## src/hdl/assert_macros.svh

```systemverilog
// shared assertion macros
`ifndef ASSERT_MACROS_SVH
`define ASSERT_MACROS_SVH

`define ASSERT_HOLDS(lbl, clk, rst_n, expr, msg) \
  lbl: assert property (@(posedge clk) disable iff (!rst_n) (expr)) else $error(msg);

`define ASSERT_IMPLIES(lbl, clk, rst_n, ante, cons, msg) \
  lbl: assert property (@(posedge clk) disable iff (!rst_n) (ante) |-> (cons)) else $error(msg);

`define ASSERT_NEXT(lbl, clk, rst_n, ante, cons, msg) \
  lbl: assert property (@(posedge clk) disable iff (!rst_n) (ante) |=> (cons)) else $error(msg);

`endif

```

## src/hdl/pfc_pkg.sv

```systemverilog
package pfc_pkg;

  localparam int LETTER_W    = 5;
  localparam int CELLS       = 25;
  localparam int SIDE        = 5;
  localparam int ALPHABET    = 26;
  localparam int QUEUE_DEPTH = 2;

  typedef logic [LETTER_W-1:0] letter_t;
  typedef logic [4:0]          cell_t;
  typedef logic [2:0]          coord_t;
  typedef logic [2:0]          opcode_t;

  localparam letter_t LETTER_I = letter_t'(8);
  localparam letter_t LETTER_J = letter_t'(9);
  localparam letter_t LETTER_Z = letter_t'(25);

  localparam opcode_t OPC_CLEAR   = opcode_t'(0);
  localparam opcode_t OPC_KEY     = opcode_t'(1);
  localparam opcode_t OPC_FINISH  = opcode_t'(2);
  localparam opcode_t OPC_ENCRYPT = opcode_t'(3);
  localparam opcode_t OPC_DECRYPT = opcode_t'(4);

  typedef enum logic [2:0] {
    CMD_CLEAR,
    CMD_KEY,
    CMD_FINISH,
    CMD_ENCRYPT,
    CMD_DECRYPT,
    CMD_NOP
  } cmd_t;

  typedef enum logic [1:0] {
    ST_IDLE,
    ST_POS,
    ST_CELL,
    ST_FILL
  } back_state_t;

  typedef struct packed {
    opcode_t opcode;
    letter_t first_letter;
    letter_t second_letter;
  } in_word_t;

  typedef struct packed {
    letter_t first_out;
    letter_t second_out;
    logic    status;
  } out_word_t;

  typedef struct packed {
    cmd_t    cmd;
    letter_t first;
    letter_t second;
  } item_t;

  function automatic letter_t norm_letter(input letter_t raw);
    letter_t v;
    v = (raw > LETTER_Z) ? LETTER_Z : raw;
    if (v == LETTER_J) begin
      v = LETTER_I;
    end
    return v;
  endfunction

  function automatic coord_t pos_row(input cell_t p);
    coord_t r;
    if (p >= cell_t'(4*SIDE)) begin
      r = coord_t'(4);
    end else if (p >= cell_t'(3*SIDE)) begin
      r = coord_t'(3);
    end else if (p >= cell_t'(2*SIDE)) begin
      r = coord_t'(2);
    end else if (p >= cell_t'(SIDE)) begin
      r = coord_t'(1);
    end else begin
      r = coord_t'(0);
    end
    return r;
  endfunction

  function automatic cell_t cell_index(input coord_t row, input coord_t col);
    return (cell_t'(row) << 2) + cell_t'(row) + cell_t'(col);
  endfunction

  function automatic coord_t pos_col(input cell_t p);
    cell_t base;
    base = cell_index(pos_row(p), coord_t'(0));
    return coord_t'(p - base);
  endfunction

  function automatic coord_t coord_step(input coord_t c, input logic back);
    coord_t r;
    if (back) begin
      r = (c == coord_t'(0)) ? coord_t'(SIDE-1) : c - coord_t'(1);
    end else begin
      r = (c == coord_t'(SIDE-1)) ? coord_t'(0) : c + coord_t'(1);
    end
    return r;
  endfunction

endpackage

```

## src/hdl/pfc_front.sv

```systemverilog
module pfc_front (
  input  logic             start,
  input  logic             q_full,
  input  pfc_pkg::in_word_t in_data,
  output logic             push,
  output pfc_pkg::item_t   push_item
);

  always_comb begin
    push             = start & ~q_full;
    push_item.first  = pfc_pkg::norm_letter(in_data.first_letter);
    push_item.second = pfc_pkg::norm_letter(in_data.second_letter);
    unique case (in_data.opcode)
      pfc_pkg::OPC_CLEAR:   push_item.cmd = pfc_pkg::CMD_CLEAR;
      pfc_pkg::OPC_KEY:     push_item.cmd = pfc_pkg::CMD_KEY;
      pfc_pkg::OPC_FINISH:  push_item.cmd = pfc_pkg::CMD_FINISH;
      pfc_pkg::OPC_ENCRYPT: push_item.cmd = pfc_pkg::CMD_ENCRYPT;
      pfc_pkg::OPC_DECRYPT: push_item.cmd = pfc_pkg::CMD_DECRYPT;
      default:              push_item.cmd = pfc_pkg::CMD_NOP;
    endcase
  end

endmodule

```

## src/hdl/pfc_queue.sv

```systemverilog
`include "assert_macros.svh"

module pfc_queue #(
  parameter int DEPTH = pfc_pkg::QUEUE_DEPTH
) (
  input  logic           clk,
  input  logic           rst_n,
  input  logic           push,
  input  pfc_pkg::item_t push_item,
  input  logic           pop,
  output pfc_pkg::item_t pop_item,
  output logic           full,
  output logic           empty
);

  localparam int PTR_W = (DEPTH > 1) ? $clog2(DEPTH) : 1;
  localparam int CNT_W = $clog2(DEPTH + 1);

  pfc_pkg::item_t   store_r [DEPTH];
  logic [PTR_W-1:0] wr_ptr_r, wr_ptr_nxt;
  logic [PTR_W-1:0] rd_ptr_r, rd_ptr_nxt;
  logic [CNT_W-1:0] count_r, count_nxt;

  function automatic logic [PTR_W-1:0] ptr_inc(input logic [PTR_W-1:0] p);
    return (p == PTR_W'(DEPTH - 1)) ? '0 : p + PTR_W'(1);
  endfunction

  always_comb begin
    full       = (count_r == CNT_W'(DEPTH));
    empty      = (count_r == '0);
    pop_item   = store_r[rd_ptr_r];
    wr_ptr_nxt = push ? ptr_inc(wr_ptr_r) : wr_ptr_r;
    rd_ptr_nxt = pop ? ptr_inc(rd_ptr_r) : rd_ptr_r;
    count_nxt  = count_r;
    if (push && !pop) begin
      count_nxt = count_r + CNT_W'(1);
    end else if (pop && !push) begin
      count_nxt = count_r - CNT_W'(1);
    end
  end

  always_ff @(posedge clk) begin
    if (!rst_n) begin
      wr_ptr_r <= '0;
      rd_ptr_r <= '0;
      count_r  <= '0;
    end else begin
      wr_ptr_r <= wr_ptr_nxt;
      rd_ptr_r <= rd_ptr_nxt;
      count_r  <= count_nxt;
    end
  end

  always_ff @(posedge clk) begin
    if (push) begin
      store_r[wr_ptr_r] <= push_item;
    end
  end

  `ASSERT_HOLDS(a_count_bound, clk, rst_n, count_r <= CNT_W'(DEPTH), "queue count overflow")
  `ASSERT_IMPLIES(a_no_pop_empty, clk, rst_n, pop, !empty, "pop from empty queue")

endmodule

```

## src/hdl/pfc_back.sv

```systemverilog
`include "assert_macros.svh"

module pfc_back (
  input  logic               clk,
  input  logic               rst_n,
  input  logic               q_empty,
  input  pfc_pkg::item_t     q_item,
  output logic               q_pop,
  output logic               out_strobe,
  output pfc_pkg::out_word_t out_data
);

  pfc_pkg::back_state_t state_r, state_nxt;
  logic [pfc_pkg::ALPHABET-1:0] present_r, present_nxt;
  pfc_pkg::cell_t   fill_r, fill_nxt;
  logic             ready_r, ready_nxt;
  pfc_pkg::letter_t ch_r, ch_nxt;
  logic             decrypt_r, decrypt_nxt;
  logic             out_strobe_r, out_strobe_nxt;
  pfc_pkg::out_word_t out_data_r, out_data_nxt;

  pfc_pkg::letter_t key_mem [pfc_pkg::CELLS];
  pfc_pkg::cell_t   pos_mem [pfc_pkg::ALPHABET];
  pfc_pkg::cell_t   pos1_q, pos2_q;
  pfc_pkg::letter_t key1_q, key2_q;

  logic             wr_en;
  pfc_pkg::letter_t cand;
  logic             can_place;
  logic             pos_rd_en, key_rd_en;
  pfc_pkg::cell_t   key_rd_a, key_rd_b;
  pfc_pkg::coord_t  r1, c1, r2, c2;

  always_comb begin
    state_nxt      = state_r;
    present_nxt    = present_r;
    fill_nxt       = fill_r;
    ready_nxt      = ready_r;
    ch_nxt         = ch_r;
    decrypt_nxt    = decrypt_r;
    out_strobe_nxt = 1'b0;
    out_data_nxt   = out_data_r;
    q_pop          = 1'b0;
    wr_en          = 1'b0;
    pos_rd_en      = 1'b0;
    key_rd_en      = 1'b0;
    key_rd_a       = '0;
    key_rd_b       = '0;
    cand           = (state_r == pfc_pkg::ST_FILL) ? ch_r : q_item.first;
    can_place      = !present_r[cand] && (fill_r < pfc_pkg::cell_t'(pfc_pkg::CELLS));
    r1             = pfc_pkg::pos_row(pos1_q);
    c1             = pfc_pkg::pos_col(pos1_q);
    r2             = pfc_pkg::pos_row(pos2_q);
    c2             = pfc_pkg::pos_col(pos2_q);

    unique case (state_r)
      pfc_pkg::ST_IDLE: begin
        if (!q_empty) begin
          q_pop = 1'b1;
          unique case (q_item.cmd) inside
            pfc_pkg::CMD_CLEAR: begin
              present_nxt    = '0;
              fill_nxt       = '0;
              ready_nxt      = 1'b0;
              out_strobe_nxt = 1'b1;
              out_data_nxt   = '0;
            end
            pfc_pkg::CMD_KEY: begin
              wr_en          = !ready_r && can_place;
              out_strobe_nxt = 1'b1;
              out_data_nxt   = '0;
            end
            pfc_pkg::CMD_FINISH: begin
              ch_nxt    = '0;
              state_nxt = pfc_pkg::ST_FILL;
            end
            pfc_pkg::CMD_ENCRYPT, pfc_pkg::CMD_DECRYPT: begin
              if (!ready_r) begin
                out_strobe_nxt      = 1'b1;
                out_data_nxt        = '0;
                out_data_nxt.status = 1'b1;
              end else begin
                pos_rd_en   = 1'b1;
                decrypt_nxt = (q_item.cmd == pfc_pkg::CMD_DECRYPT);
                state_nxt   = pfc_pkg::ST_POS;
              end
            end
            default: begin
              out_strobe_nxt = 1'b1;
              out_data_nxt   = '0;
            end
          endcase
        end
      end
      pfc_pkg::ST_POS: begin
        key_rd_en = 1'b1;
        if (r1 == r2) begin
          key_rd_a = pfc_pkg::cell_index(r1, pfc_pkg::coord_step(c1, decrypt_r));
          key_rd_b = pfc_pkg::cell_index(r2, pfc_pkg::coord_step(c2, decrypt_r));
        end else if (c1 == c2) begin
          key_rd_a = pfc_pkg::cell_index(pfc_pkg::coord_step(r1, decrypt_r), c1);
          key_rd_b = pfc_pkg::cell_index(pfc_pkg::coord_step(r2, decrypt_r), c2);
        end else begin
          key_rd_a = pfc_pkg::cell_index(r1, c2);
          key_rd_b = pfc_pkg::cell_index(r2, c1);
        end
        state_nxt = pfc_pkg::ST_CELL;
      end
      pfc_pkg::ST_CELL: begin
        out_strobe_nxt          = 1'b1;
        out_data_nxt.first_out  = key1_q;
        out_data_nxt.second_out = key2_q;
        out_data_nxt.status     = 1'b0;
        state_nxt               = pfc_pkg::ST_IDLE;
      end
      pfc_pkg::ST_FILL: begin
        wr_en = (ch_r != pfc_pkg::LETTER_J) && can_place;
        if (ch_r == pfc_pkg::LETTER_Z) begin
          ready_nxt      = 1'b1;
          out_strobe_nxt = 1'b1;
          out_data_nxt   = '0;
          state_nxt      = pfc_pkg::ST_IDLE;
        end else begin
          ch_nxt = ch_r + pfc_pkg::letter_t'(1);
        end
      end
      default: state_nxt = pfc_pkg::ST_IDLE;
    endcase

    if (wr_en) begin
      present_nxt[cand] = 1'b1;
      fill_nxt          = fill_r + pfc_pkg::cell_t'(1);
    end
  end

  always_ff @(posedge clk) begin
    if (!rst_n) begin
      state_r      <= pfc_pkg::ST_IDLE;
      present_r    <= '0;
      fill_r       <= '0;
      ready_r      <= 1'b0;
      ch_r         <= '0;
      decrypt_r    <= 1'b0;
      out_strobe_r <= 1'b0;
    end else begin
      state_r      <= state_nxt;
      present_r    <= present_nxt;
      fill_r       <= fill_nxt;
      ready_r      <= ready_nxt;
      ch_r         <= ch_nxt;
      decrypt_r    <= decrypt_nxt;
      out_strobe_r <= out_strobe_nxt;
    end
  end

  always_ff @(posedge clk) begin
    out_data_r <= out_data_nxt;
    if (wr_en) begin
      key_mem[fill_r] <= cand;
      pos_mem[cand]   <= fill_r;
    end
    if (pos_rd_en) begin
      pos1_q <= pos_mem[q_item.first];
      pos2_q <= pos_mem[q_item.second];
    end
    if (key_rd_en) begin
      key1_q <= key_mem[key_rd_a];
      key2_q <= key_mem[key_rd_b];
    end
  end

  assign out_strobe = out_strobe_r;
  assign out_data   = out_data_r;

  `ASSERT_HOLDS(a_fill_bound, clk, rst_n, fill_r <= pfc_pkg::cell_t'(pfc_pkg::CELLS), "fill overflow")
  `ASSERT_IMPLIES(a_ready_full, clk, rst_n, ready_r, fill_r == pfc_pkg::cell_t'(pfc_pkg::CELLS), "ready with square not full")
  `ASSERT_IMPLIES(a_status_not_ready, clk, rst_n, out_strobe_r && out_data_r.status, !ready_r, "status word while square ready")
  `ASSERT_NEXT(a_cell_emits, clk, rst_n, state_r == pfc_pkg::ST_CELL, out_strobe_r, "pair result not emitted")

endmodule

```

## src/hdl/playfair_digraph_cipher_top.sv

```systemverilog
// the back-end sequencer pops a queued word only in idle and answers clear, key letter
// and unused opcodes from idle, a pair after position and key reads, finish after the fill
// walk (one letter of the alphabet a cycle); the queue keeps taking words meanwhile;
// busy rises while the command queue is full, the result side never stalls
// reset: synchronous, active low; clears sequencer, queue, present flags, fill count
// and ready flag; square and position memories are not cleared
module playfair_digraph_cipher_top #(
  parameter int QUEUE_DEPTH = pfc_pkg::QUEUE_DEPTH
) (
  input  logic               clk,
  input  logic               rst_n,
  input  logic               start,
  input  pfc_pkg::in_word_t  in_data,
  output logic               busy,
  output logic               out_strobe,
  output pfc_pkg::out_word_t out_data
);

  logic           push, pop, q_full, q_empty;
  pfc_pkg::item_t push_item, pop_item;

  pfc_front u_front (
    .start     (start),
    .q_full    (q_full),
    .in_data   (in_data),
    .push      (push),
    .push_item (push_item)
  );

  pfc_queue #(
    .DEPTH (QUEUE_DEPTH)
  ) u_queue (
    .clk       (clk),
    .rst_n     (rst_n),
    .push      (push),
    .push_item (push_item),
    .pop       (pop),
    .pop_item  (pop_item),
    .full      (q_full),
    .empty     (q_empty)
  );

  pfc_back u_back (
    .clk        (clk),
    .rst_n      (rst_n),
    .q_empty    (q_empty),
    .q_item     (pop_item),
    .q_pop      (pop),
    .out_strobe (out_strobe),
    .out_data   (out_data)
  );

  assign busy = q_full;

endmodule

```

## config.mk

```make
export PLATFORM = sky130hd
export DESIGN_NAME = playfair_digraph_cipher_top
export DESIGN_NICKNAME = d
export VERILOG_FILES = /design/src/hdl/pfc_pkg.sv /design/src/hdl/pfc_front.sv /design/src/hdl/pfc_queue.sv /design/src/hdl/pfc_back.sv /design/src/hdl/playfair_digraph_cipher_top.sv
export VERILOG_INCLUDE_DIRS = /design/src /design/src/hdl
export SDC_FILE = /design/constraint.sdc
export NUM_CORES = 1
export LEC_CHECK = 0
export ABC_AREA = 1
export BUFFER_PORTS_ARGS = -buffer_cell sky130_fd_sc_hd__buf_2
export CAP_MARGIN = 25
export CORE_MARGIN = 3
export CORE_UTILIZATION = 45
export DETAILED_ROUTE_END_ITERATION = 8
export PLACE_DENSITY = 0.57
export SLEW_MARGIN = 20
export SYNTH_ARGS = -nofsm -noshare
export SYNTH_HDL_FRONTEND = slang
export SYNTH_SLANG_ARGS = --single-unit
```

## constraint.sdc

```tcl
create_clock -name clk -period 5.8 [get_ports clk]
set_input_delay 1.16 -clock clk [delete_from_list [all_inputs] [get_ports clk]]
set_output_delay 1.16 -clock clk [all_outputs]
set_load 0.01 [all_outputs]
```

== After elaboration in Yosys (flattened, before gate mapping) ==
Memory sizes are Yosys's and may differ from the RTL's. A register that Yosys moved wholly into a read port is not among the register bits.
Cells that the tools add are included.
W data, S select, Z words.
Operators by class
  magnitude comparators: 13
  reduce and logical (&&, ||, !) cells: 30
  bitwise logic cells: 4
  equal/unequal tests: 32
  muxes and demuxes: 97
  $add $sub $neg: 26
Operators with widths (number)
  $mux W26: 4
  $mux W5: 18
  $mux W3: 25
  $add A5 B3 Y5: 10
  $mux W11: 3
  $pmux W11 S3: 1
  $mux W1: 27
  $or A26 B26 Y26: 1
  $pmux W11 S2: 1
  $ge A5 B4 Y1 const B: 4
  $eq A3 B3 Y1 const B: 6
  $logic_not A3 Y1: 6
  $mux W2: 8
  $reduce_and A4 Y1: 4
  $pmux W3 S5: 1
  $add A3 B1 Y3 const B: 4
  $eq A3 B2 Y1 const B: 4
  $sub A3 B1 Y3 const B: 4
  $add A5 B1 Y5 const B: 2
  $eq A5 B4 Y1 const B: 2
  $ge A5 B3 Y1 const B: 2
  $ge A5 B5 Y1 const B: 2
  $gt A5 B5 Y1 const B: 2
  $ne A2 B2 Y1 const B: 5
  other kinds (33): 56
Word-level totals
  bits in writable memories: 281
  output and inout port bits: 13
  flip-flop bits (word level): 56
  memories kept: 3
Memories
  u_back.pos_mem: depth 26, bits a word 5, read ports 2, clocked after memory_dff 2, write ports 1, RTL line pfc_back.sv:23  | pfc_pkg::cell_t pos_mem [pfc_pkg::ALPHABET];
  u_back.key_mem: depth 25, bits a word 5, read ports 2, clocked after memory_dff 2, write ports 1, RTL line pfc_back.sv:22  | pfc_pkg::letter_t key_mem [pfc_pkg::CELLS];
  u_queue.store_r: depth 2, bits a word 13, read ports 1, clocked after memory_dff 1, write ports 1, RTL line pfc_queue.sv:19  | pfc_pkg::item_t store_r [DEPTH];

== Longest topological paths before layout ==
Gate-level depths: netlist of run 1.
  depth in word-level cells: 16
  depth in mapped cells: 31
  gate-level depth less buffers: 30

== Hierarchy ==
From an unflattened synthesis of run 1, not the netlist that was laid out.
Second synthesis, totals
  cells, all modules: 2180
  area, all modules: 19412.4 um^2
By module, submodules not included
  pfc_back: area each 18079.8 um^2, times used 1, cells an instance 2079
  pfc_queue: area each 1203.7 um^2, times used 1, cells an instance 75
  pfc_front: area each 128.9 um^2, times used 1, cells an instance 26

== Worst setup path before layout of run 1 ==
No wires, ideal clock.
  path kind: register -> register
  from: register u_back.pos2_q[2] (read register of u_back.pos_mem)
  to: register u_back.key2_q[0] (read register of u_back.key_mem), data pin
  period minus slack after synthesis: 4456 ps
  library setup time: 253 ps
  path buffers: 1
  required time: 5547 ps
  data arrival time: 4202 ps
  cell stages (with the launch flop): 24
  slack: 1344 ps
  path through: edfxtp_1 -> nor2_1 -> nor2_1 -> nor2_1 -> inv_1 -> fa_1 -> inv_1 -> ha_1 -> ha_1 -> or2_2 -> a21oi_1 -> ha_1 -> fa_1 -> o21ai_1 -> inv_2 -> nand2_2 -> inv_2 -> buf_4 -> nand3_1 -> nand3_1 -> nand3_1 -> nand2_1 -> nand2_1 -> nand2_1
Between the ends
  word-level cells in the longest chain between the ends: 16
Ends and longest elaborated chain
  start: declaration: RTL line pfc_back.sv:24  | pfc_pkg::cell_t pos1_q, pos2_q;
  branches (longest 14 deep; another with $ge A5 B3 Y1)
  $mux W5 *: RTL line pfc_back.sv:97  | if (r1 == r2) begin
  $mux W5 *: RTL line pfc_back.sv:56  | unique case (state_r)
  end: declaration: RTL line pfc_back.sv:25  | pfc_pkg::letter_t key1_q, key2_q;
Every way passes the cells marked *. The select of a mux whose other input is x is not followed.
A chain may end at the register's enable or synchronous reset.

== Final worst setup path of run 1 ==
  from: register u_back.pos1_q[4] (read register of u_back.pos_mem)
  to: register u_back.key1_q[3] (read register of u_back.key_mem), data pin
Between the ends
  word-level cells in the longest chain between the ends: 16
Ends and longest elaborated chain
  start: declaration: RTL line pfc_back.sv:24
  $ge A5 B3 Y1: RTL line pfc_pkg.sv:75  | end else if (p >= cell_t'(SIDE)) begin
  $mux W1: RTL line pfc_pkg.sv:75
  $mux W2: RTL line pfc_pkg.sv:73  | end else if (p >= cell_t'(2*SIDE)) begin
  $mux W3: RTL line pfc_pkg.sv:71  | end else if (p >= cell_t'(3*SIDE)) begin
  $mux W3 *: RTL line pfc_pkg.sv:69  | if (p >= cell_t'(4*SIDE)) begin
  branches (longest 9 deep; another with $add A5 B3 Y5)
  $mux W5 *: RTL line pfc_back.sv:97
  $mux W5 *: RTL line pfc_back.sv:56
  end: declaration: RTL line pfc_back.sv:25
Marked as above.

==> results.txt, run 1 <==
----------------------------------------------------
[Status]
  Result of the run ... completed

[Drt]
  Drt pass-1 iters ... 7
  DRT Wirelength ... 57400 um
  Post-detailed-route wirelength per cell ... 20.4 um
  1st-iter DRT viols ... 1504
  Post-detailed-route via-to-cell ratio ... 5.70
  Antenna-violating nets left ... 0
  Post-detailed-route DRC marker count ... 0
  Via count ... 16039

[Floorplan]
  Number of rows created at floorplan ... 76
  Die boundary height ... 215 um
  DIE WIDTH ... 215 um
  Core Box Area ... 43200 um2
  Boundary Pins ... 29
  Effective utilization at floorplan ... 45.7%
  Die area ... 46400 um2

[Hold path]
  Hold/Removal Path Class ... reg2reg

[Logic synthesis]
  Share of synthesized cell area in full adder, half adder and majority cells ... 3.93%
  Main flop type after synthesis ... edfxtp_1
  Proportion of netlist area held by the largest area contributor ... 47.4%
  Yosys reg bits ... 358
  Mean post-synth cell area ... 8.94 um2
  Complex-gate fraction of the synthesized area ... 11.7%
  Largest area contributor in the synthesized netlist ... edfxtp_1
  Unique cell type count in the Yosys netlist ... 56
  Post-synthesis async set-or-reset flop share ... 0%
  Proportion of synthesized chip area in sequential cells ... 52.1%
  Multiplexer fraction of the synthesized cell area ... 0.279%
  Simple logic cell fraction of the synthesized area ... 22.2%
  Net count of the mapped netlist ... 2282
  Largest family of logic cells by synthesized area ... simple AND/OR/NAND/NOR gates
  Cell area after synthesis ... 19700 um2
  Cell types with the largest area share after synthesis ... edfxtp_1 47%, nand3_1 9.6%, nand2_1 6.4%, inv_1 4.9%, dfxtp_1 4.7%
  Number of warnings reported in the yosys synthesis log ... 0
  Area share of xor/xnor cells in the synthesized design ... 0.893%
  Post-synthesis instance total ... 2210
  Number of flops mapped to enable cells by yosys ... 312

[GRT]
  Global-route wire length before repair ... 88700 um
  Maximum number of pins on one net before global-route repair ... 67
  Number of antenna violations at the first check in global routing ... 0
  GRT Util Overall ... 24.3%
  Total grt overflow ... 0
  Number of global-route vias before repair ... 15521

[STA]
  Post-layout min period ... 5420 ps
  Final cycle utilization of the critical path ... 93.5%
  Number of pins exceeding their max-slew limit in the final report ... 0
  Peak Freq ... 184 MHz
  Remaining max-slew budget at the tightest pin ... 27.8%
  Measured slew at the worst slew-check pin ... 1080 ps
  Setup_tns ... 0 ps
  Largest clock skew in the final design ... 39.7 ps
  Final number of hold-violating endpoints ... 0
  Unrepaired setup endpoints after global routing ... false
  Setup Viol. Count Final ... 0

[Worst setup path]
  Maximum fanout along the worst path ... 15
  Nature of the critical path startpoint ... flop
  Most frequent cell on the critical path ... nand2_1
  Data required time of the worst path ... 6100 ps
  Slowest cell delay on critical path ... 530 ps
  Critical path start-end classification ... reg2reg
  Number of buffer and inverter stages on the critical path ... 5
  CP delay by family, top ... simple AND/OR/NAND/NOR gates
  Data arrival at the endpoint of the critical path ... 5720 ps
  Crit. End Element ... flop
  Max stage delay cell, worst path ... fa_1

[Cells and area]
  Fin nets ... 2269
  Area Overhead vs Synth ... 9.97%
  Share of layout cells above drive strength 1 ... 10.6%
  Antenna Diode Count ... 0

[Power]
  Power per cell area ... 433 nW/um2
  Worst IR drop on VDD ... 0.301 mV
  Total Power Consumption ... 9400 uW
  Leakage power total ... 0.00872 uW

[Clock tree]
  CTS Buf Count ... 41
  CTS tree ... yes
  CTS H-Tree Depth ... 2
  Clock latency on the worst-skew pair ... 580 ps
  Clock slew seen by the registers of the worst setup and hold paths ... 60 ps
  CTS hold repair buffers ... 0
  Clock tree buffer depth ... 3
  # Post-CTS Setup Buffers ... 0
  Number of clock sinks ... 358
  # resized after CTS ... 0
  Root buffer cell ... clkbuf_16

[Run]
  Max-cap viol count ... 0

[Placement]
  Detail Placement HPWL ... 38900 um
  Port buffer count ... 28
  Final weighted congestion in routability-driven placement ... 0.896

----------------------------------------------------
final cells by class:
type                            count  area [um2]
Inverter                          299        1130
Fill cell                        4089       21500
Clock inverter                     20         258
Tap cell                          585         732
Multi-Input combinational cell   1434        7730
Sequential cell                   358       10300
Timing Repair Buffer               63         448
Clock buffer                       56        1130
worst register-to-register path: cells and delay by family (launching register included):
kind / cells / cell delay [ps]
buffers and inverters: 5 / 790
xor gates and xnor gates: 1 / 200
and+or+nand+nor: 15 / 2100
DFF: 1 / 480
adders and majority gates: 4 / 1620
logic make-up after synthesis:
| logic type | after synthesis |
|---|---|
| adder cells (fa/ha/maj) | 56 |
| flip-flops | 358 |
| multiplexers | 5 |
| XOR/XNOR | 18 |
| AO/OA/AOI/OAI | 395 |
| buffers and inverters | 418 |
| AND/OR/NAND/NOR | 960 |
cell usage after synthesis (all sizes together), types with 11 or more instances:
master,count
ha,46
o22ai,14
a31oi,12
inv,293
xor2,12
o221ai,28
nor2,179
nand3,386
a22oi,11
o21ai,186
a21oi,108
nand2,366
buf,57
edfxtp,312
o211ai,18
clkbuf,62
dfxtp,46
sequential cells by signal, indices dropped and copies added, names as in the netlist, 11 cells and up, named ones only:
signal and cells:
u_back.out_data 11, u_back.present_r 26, u_back.key_mem 125, u_back.pos_mem 130, u_queue.store_r 26
report_power, final:
part | total, uW | switching [uW] | internal (uW)
sequential | 3220 | 70.3 | 3150
combinational | 3500 | 2560 | 946
clock | 2670 | 1070 | 1610
layout by cell type, fill, tap and decap left out, types with 33 or more instances in the layout:
| cell | n |
|---|---|
| inv_2 | 33 |
| o21ai_0 | 166 |
| nand2_1 | 339 |
| a21oi_1 | 106 |
| clkbuf_16 | 42 |
| inv_1 | 258 |
| edfxtp_1 | 312 |
| nand3_1 | 380 |
| nor2_1 | 157 |
| dfxtp_1 | 46 |
| ha_1 | 46 |
per-stage QoR:
stage	std cells	hold slack (ps)	instance area, um2	setup slack [ps]	util [%]
2_1_floorplan	2210	425	19700	1340	-
3_3_place_gp	2737	435	20300	470	47.0
3_5_place_dp	2737	451	20300	446	47.0
4_1_cts	2813	458	21700	439	50.2
5_1_grt	2815	477	21700	61.1	50.3
6_report	2815	462	21700	377	50.3
path summary, 6_finish.rpt:
path	endpoint	startpoint	slack, ps	cells after the start
setup reg to reg	u_back.key1_q[3]	u_back.pos1_q[4]	380	25
setup / recovery	u_back.key1_q[3]	u_back.pos1_q[4]	380	25
hold reg to reg	u_queue.rd_ptr_r	u_queue.rd_ptr_r	460	1
hold / removal	u_queue.rd_ptr_r	u_queue.rd_ptr_r	460	1
routing by layer:
metal  vias to the layer above  track usage [%]  part of all wire (%)
met5                         -                0                     0
met2                       645             40.5                    47
met3                       117             3.11                   6.3
met4                         0             9.72                   3.5
li1                       7547                -                     -
met1                      7730             32.4                    43
Note: power is estimated with default switching activity, not from simulation.
==> inputs of run 2 (changes only) <==
Settings changed: CTS_BUF_LIST from default to sky130_fd_sc_hd__clkbuf_4 sky130_fd_sc_hd__clkbuf_8 sky130_fd_sc_hd__clkbuf_16.
Clock period 5.8 ns to 6.8 ns, I/O delays scaled along.
==> run 2 against run 1 <==
Routed wire length is 0.60% lower. Combinational power is 15% lower. Sequential share of layout area is 0.22 points higher. Worst setup slack better by 970 ps. Hold slack better by 1.7 ps. Fmax is 0.58% lower. Cell count is 0.18% lower. Via count hardly changed. First-iteration DRC count is 5.6% higher.
==> results.txt, run 2 (synthesis results as in run 1) <==
----------------------------------------------------
[GRT]
  Global-route wire length before repair ... 89300 um (was 88700 um)
  Routing usage on met3 ... 3.20% (was 3.11%)
  Met2 layer usage reported by global route ... 40.7% (was 40.5%)
  Most heavily used metal layer in global routing ... met2 (unchanged)
  Number of antenna violations at the first check in global routing ... 0 (unchanged)
  Total grt overflow ... 0 (unchanged)
  Met1 routing resource usage after global routing ... 31.9% (was 32.4%)
  Number of global-route vias before repair ... 15666 (was 15521)
  GRT Util Overall ... 24.3% (about the same)
  Maximum number of pins on one net before global-route repair ... 82 (was 67)

[Floorplan]
  Core Box Area ... 43200 um2 (unchanged)
  Effective utilization at floorplan ... 45.7% (unchanged)
  DIE WIDTH ... 215 um (unchanged)
  Number of rows created at floorplan ... 76 (unchanged)
  Boundary Pins ... 29 (unchanged)
  Die area ... 46400 um2 (unchanged)
  Die boundary height ... 215 um (unchanged)

[Cells and area]
  Most frequent standard cell in the layout excluding fill and tap cells ... nand3_1 (unchanged)
  Commonest cells after routing, fill and taps aside ... 380 x nand3_1, 339 x nand2_1, 312 x edfxtp_1 (unchanged)
  Leading registers by flop count ... u_back.pos_mem: 130 flops, u_back.key_mem: 125 flops (unchanged)
  Fin nets ... 2265 (was 2269)
  Number of flip-flops in the largest register ... 130 (unchanged)
  Multi-input logic area ... 7730 um2 (about the same)
  Sequential Area ... 10300 um2 (unchanged)
  Share of layout cells above drive strength 1 ... 10.8% (was 10.6%)
  Biggest register ... u_back.pos_mem (unchanged)
  Fin util ... 50.1% (was 50.3%)
  Antenna Diode Count ... 0 (unchanged)
  Area Overhead vs Synth ... 9.47% (was 9.97%)
  Count of fill cells added during filler insertion ... 4072 (was 4089)

[Worst setup path]
  Slowest cell delay on critical path ... 660 ps (was 530 ps)
  Critical path start-end classification ... reg2reg (unchanged)
  Max stage delay cell, worst path ... fa_1 (unchanged)
  Data required time of the worst path ... 7120 ps (was 6100 ps)
  Nature of the critical path startpoint ... flop (unchanged)
  Crit. End Element ... flop (unchanged)
  Timing startpoint of the critical path ... u_back.pos2_q[1] (was u_back.pos1_q[4])
  Maximum fanout along the worst path ... 30 (was 15)
  Most frequent cell on the critical path ... nand2_1 (unchanged)
  Data arrival at the endpoint of the critical path ... 5780 ps (was 5720 ps)
  Crit Reg-Reg Startpoint ... u_back.pos2_q[1] (was u_back.pos1_q[4])

[Power]
  Power per cell area ... 366 nW/um2 (was 433 nW/um2)
  Worst IR drop on VDD ... 0.254 mV (was 0.301 mV)
  Leakage power total ... 0.00868 uW (was 0.00872 uW)

[Placement]
  Final weighted congestion in routability-driven placement ... 0.891 (was 0.896)
  Post-Place Worst Slack ... 1410 ps (was 446 ps)
  Detail Placement HPWL ... 37800 um (was 38900 um)
  Port buffer count ... 28 (unchanged)

[STA]
  Post-layout min period ... 5460 ps (was 5420 ps)
  Measured slew at the worst slew-check pin ... 965 ps (was 1080 ps)
  Final number of hold-violating endpoints ... 0 (unchanged)
  Setup Viol. Count Final ... 0 (unchanged)
  Remaining max-slew budget at the tightest pin ... 35.6% (was 27.8%)
  Final cycle utilization of the critical path ... 80.2% (was 93.5%)
  Final setup slack of the worst path ... 1340 ps (was 377 ps)
  Unrepaired setup endpoints after global routing ... false (unchanged)
  Peak Freq ... 183 MHz (was 184 MHz)
  Setup_tns ... 0 ps (unchanged)
  Number of pins exceeding their max-slew limit in the final report ... 0 (unchanged)
  Largest clock skew in the final design ... 30.9 ps (was 39.7 ps)

[Drt]
  Post-detailed-route wirelength per cell ... 20.3 um (was 20.4 um)
  Drt pass-1 iters ... 5 (was 7)
  Via count ... 16036 (was 16039)
  DRT Wirelength ... 57000 um (was 57400 um)
  Antenna-violating nets left ... 0 (unchanged)
  Post-detailed-route via-to-cell ratio ... 5.71 (was 5.70)
  1st-iter DRT viols ... 1588 (was 1504)
  Post-detailed-route DRC marker count ... 0 (unchanged)

[Clock tree]
  CTS Buf Count ... 41 (unchanged)
  # Post-CTS Setup Buffers ... 0 (unchanged)
  Clock tree buffer depth ... 3 (unchanged)
  Number of clock sinks ... 358 (unchanged)
  # resized after CTS ... 0 (unchanged)
  CTS hold repair buffers ... 0 (unchanged)
  Clock latency on the worst-skew pair ... 580 ps (about the same)
  CTS H-Tree Depth ... 2 (unchanged)
  Clock slew seen by the registers of the worst setup and hold paths ... 60 ps (about the same)
  Root buffer cell ... clkbuf_16 (unchanged)
  CTS tree ... yes (unchanged)

[Hold path]
  Hold wc startpoint ... u_queue.rd_ptr_r (unchanged)
  Hold/Removal Path Class ... reg2reg (unchanged)

[Run]
  Max-cap viol count ... 0 (unchanged)

[Status]
  Result of the run ... completed (unchanged)

----------------------------------------------------
## run 2: changes by cell type in the layout (fill, tap and decap cells not counted), moves of 3 or more
cell,change
clkbuf_1,-11
clkbuf_4,+11
buf_4,-5
clkinv_1,+3
## run 2: power breakdown
group / internal, uW / switching (uW)
combinational: 786 / 2190
clock: 1290 / 899
sequential: 2690 / 61.6
total: 4760 / 3150
## run 2: path summary, 6_finish.rpt
path,end,cells after the start,slack (ps)
worst min register to register,u_queue.rd_ptr_r,1,460
worst max-delay path,u_back.key2_q[4],27,1340
worst max register to register,u_back.key2_q[4],27,1340
worst min-delay path,u_queue.rd_ptr_r,1,460
## run 2: critical path: cells and delay by family, from the launching register on
kind	cells	cell delay, ps
simple gates	14	1810
flops	1	460
compound gates	2	340
fa+ha+maj	6	1930
buf+inv	5	680
## run 2: routing by layer
layer  part of all wire [%]  routed length, um
met5                      0                  0
met4                    4.1               2330
met3                    5.7               3270
met2                     48              27200
met1                     42              24200
## run 2: final cells by class
type / count / share of cell area [%]
multi-input cells: 1434 / 35.8
flip-flops and latches: 358 / 47.6
repair buffers: 59 / 1.90
inverters: 299 / 5.22
clock inverters: 22 / 0.943
clock buffers: 53 / 5.19
well taps: 585 / 3.39
## run 2: metrics by stage
step,instance area (um2),hold WS [ps],instances,power [uW]
2_1_floorplan,19700,425,2210,4740
3_3_place_gp,20200,439,2731,5680
3_5_place_dp,20200,446,2732,5710
4_1_cts,21600,461,2807,7900
5_1_grt,21600,480,2810,8340
6_report,21600,463,2810,7910
